===== config.mk =====
export PLATFORM = sky130hd
export DESIGN_NAME = bce_lane
export DESIGN_NICKNAME = d
export VERILOG_FILES = /design/src/hdl/bce_lane.sv
export SDC_FILE = /design/constraint.sdc
export NUM_CORES = 1
export LEC_CHECK = 0
export BUFFER_PORTS_ARGS = -buffer_cell sky130_fd_sc_hd__clkbuf_2
export CAP_MARGIN = 20
export CORE_MARGIN = 2
export CORE_UTILIZATION = 55
export DETAILED_ROUTE_END_ITERATION = 8
export PLACE_DENSITY = 0.69
export SYNTH_ARGS = -nofsm -noshare
export SYNTH_HDL_FRONTEND = slang
export SYNTH_SLANG_ARGS = --single-unit

===== constraint.sdc =====
create_clock -name i_clk -period 18.8 [get_ports i_clk]
set_clock_uncertainty 0.1 [all_clocks]
set_input_delay 3.76 -clock i_clk [delete_from_list [all_inputs] [get_ports i_clk]]
set_output_delay 3.76 -clock i_clk [all_outputs]
set_load 0.02 [all_outputs]

===== src/hdl/bce_lane.sv =====
// one weight times operand lane with floor scaling, registered
module bce_lane #(
    parameter int COORD_WIDTH = 32,
    parameter int T_FRAC_BITS = 15
) (
    input  logic                              i_clk,
    input  logic                              i_en,
    input  logic [T_FRAC_BITS+1:0]            i_w,
    input  logic signed [COORD_WIDTH:0]       i_q,
    output logic signed [COORD_WIDTH+3:0]     o_term
);

    localparam int WW    = T_FRAC_BITS + 2;
    localparam int QW    = COORD_WIDTH + 1;
    localparam int PRODW = WW + 1 + QW;
    localparam int TERMW = COORD_WIDTH + 4;

    logic signed [PRODW-1:0] prod;
    logic signed [TERMW-1:0] r_term;

    // upper bits of the two's complement product give the floor of the shift
    assign prod = $signed({1'b0, i_w}) * i_q;

    always_ff @(posedge i_clk) begin
        if (i_en) begin
            r_term <= prod[T_FRAC_BITS +: TERMW];
        end
    end

    assign o_term = r_term;

endmodule


==> impl_results.md <==
- Status: completed
- TNS Setup: 0 ns
- RSZ-0062 raised after global routing: false
- Avg Cell Area, Syn: between 9 and 10 um2
- Initial core utilization: 0.5591
- Sequential standard cell area: between 1000 and 1500 um2
- Max cap viols: 0
- EDFF count, synth: 36
- I/O Buffers: 87
- CTS tree: done
- Gpl congestion: 0.8431
- Net Count, Synth: 2842
- Nets: 2861
- I/O Pins: roughly 90
- Hold_sp: i_en
- Die Span X: ~190 um
- Layout cells sized above 1: 0.05604
- Min Tclk post-route: ~10 ns
- Rel. slew slack: 0.3931
- Post-CTS Hold Fix Bufs: 0
- Clk slew on worst S/H paths: 0.07 ns
- Share of the yosys chip area belonging to registers: 0.05436
- Critical Path End Type: flop
- CP max FO: 33
- Arrival @ worst endpoint: roughly 10 ns
- Seq cells post-synth: 36
- Yosys warnings: 0
- Pin count of the biggest net entering global routing: 37
- Number of remaining DRC errors: 0
- Post-CTS setup buffers: 0
- Vias per cell: 5.381
- Initial DRC count: 779
- Synth area leaders: fa_1 54%, inv_1 11%, ha_1 7.4%
- Core Area: about 36000 um2
- Gr usage total: 0.2850
- Max FFs per register: 36
- Crit path from: i_w[3]
- Post-synth top area cell: fa_1
- Synth Instances: 2139
- FP Rows: 69
- Startpoint Class: primary input
- Sink Count: 36
- Post-route ant nets: 0
- Worst path required time: 18.76 ns
- Final setup viols: 0
- Worst Tran Pin Value: 0.9005 ns
- CTS H-tree depth: 2
- Initial antenna violation count: 2
- Via count: about 14000
- FILL cells: 3110
- Global-route wire length before repair: 83860 um
- Routed wire length: 49710 um
- Tcrit/Tclk final: 0.5578
- Fraction of registers with async set/reset: 0
- Synth top area share: 0.5376
- Hpwl dp: 40000 um
- CTS Buf Count: 5
- Max-slew violations: 0
- Die area: 37690 um2
- Hold path depth: 1
- Unique masters post-synth: 47
- Multi-input gate area: 16260 um2
- Area grow syn2layout: 4.688%
- Netlist Area Pre-Place: 19890 um2
- # diodes: 0
- Grt ovf: 0
- CTS resizes: 0
- Die outline height: 194.1 um
- Upper clock frequency limit: 0.09536 GHz
- CTS Buffer Depth: 2
- Hold EP: o_term[19]
- Root Driver: clkbuf_16
- Vias in the first global route: approximately 16000
- Worst hold path type: primary input to flop
- DR WL/cell: 18.97 um
- Top FF cell, synth: edfxtp_1
- Final hold vios: 0
- Crit path kind: primary input to flop
- Pre-antenna DRT Iters: 6
## worst max path at each step
stage                  to  slack (ns)  cells after the start
2_1_floorplan  o_term[34]        9.45                     18
3_3_place_gp   o_term[35]        8.28                     21
3_5_place_dp   o_term[35]        8.07                     21
4_1_cts        o_term[35]        8.41                     21
5_1_grt        o_term[26]        8.00                     21
6_report       o_term[26]        8.31                     21
## synth_stat cells, types with 2 or more instances
master,number
a21oi_2,2
o21bai_2,2
and3_1,6
nand3_1,9
or2_2,2
nor3_1,3
nand4_1,8
xor2_1,11
a21o_1,28
clkbuf_1,85
o311a_1,2
nor2_1,11
a21oi_1,28
inv_1,593
and2_1,211
edfxtp_1,36
and4_1,3
o21bai_1,2
o21ai_1,4
ha_1,117
nor2b_1,3
nand2_1,365
nand2b_1,2
nor4_1,2
a221oi_1,2
o21a_1,3
o21ai_0,10
fa_1,534
a31oi_1,6
xnor2_1,32
## metrics by stage
step                utilization  hold WS, ns  setup slack (ns)  instances  area, um2
floorplan                     -        3.773             9.455       2139      19890
global placement         0.5804        4.115             8.276       2611      20650
detailed placement       0.5804        4.116             8.072       2611      20650
CTS                      0.5845        4.352             8.406       2619      20790
global route             0.5853        4.017             8.002       2620      20820
finish                   0.5853        3.963             8.313       2620      20820
## cells by family (layout without fill, tap and decap cells)
| logic type | Yosys count | count (layout) | share of synthesized area |
|---|---|---|---|
| AND/OR/NAND/NOR | 629 | 629 | 0.1504 |
| XOR/XNOR | 43 | 43 | 0.01894 |
| buffers and inverters | 678 | 698 | 0.1280 |
| AO/OA/AOI/OAI | 102 | 102 | 0.03706 |
| flip-flops | 36 | 36 | 0.05436 |
| adder cells (fa/ha/maj) | 651 | 651 | 0.6112 |
## placed cells by master, fill, tap and decap left out, types with 5 or more instances in the layout
| cell type | Yosys | final |
|---|---|---|
| a21o_1 | 28 | 28 |
| a21oi_1 | 28 | 28 |
| a31oi_1 | 6 | 6 |
| and2_1 | 211 | 211 |
| and3_1 | 6 | 6 |
| buf_4 | 0 | 9 |
| clkbuf_16 | 0 | 5 |
| clkbuf_2 | 0 | 87 |
| edfxtp_1 | 36 | 36 |
| fa_1 | 534 | 534 |
| ha_1 | 117 | 117 |
| inv_1 | 593 | 593 |
| nand2_1 | 365 | 365 |
| nand3_1 | 9 | 9 |
| nand4_1 | 8 | 8 |
| nor2_1 | 11 | 11 |
| o21ai_0 | 10 | 10 |
| xnor2_1 | 32 | 32 |
| xor2_1 | 11 | 11 |
## layer usage
metal / track usage / vias to the layer above / routed length [um]
li1: - / 6133 / -
met1: 0.3666 / 7277 / 19580
met2: 0.4861 / 583 / 24630
met3: 0.06610 / 98 / 4214
met4: 0.07884 / 6 / 1252
met5: 0 / - / 33
## worst max-delay path, cell delays in order
cell,delay [ns]
clkbuf_2,0.60
nand2_1,0.19
fa_1,0.54
fa_1,0.52
fa_1,0.51
inv_1,0.05
fa_1,0.48
fa_1,0.49
inv_1,0.05
fa_1,0.47
inv_1,0.04
ha_1,0.35
a21oi_1,0.18
o21ai_1,0.13
o41ai_2,0.80
nand3_1,0.30
o21ai_2,0.29
o21bai_2,0.10
a31oi_1,0.29
o21ai_1,0.13
xor2_1,0.15
## final cells by class
class                           instances  area share
Timing Repair Buffer                   97     0.02548
Inverter                              593      0.1069
Clock inverter                          3   0.0009015
Sequential cell                        36     0.05193
Multi-Input combinational cell       1425      0.7810
Clock buffer                            5    0.006010
Tap cell                              461     0.02771
Power is not shown: default switching activity piles up to over one toggle a cycle in this logic, so the estimate is an artifact.
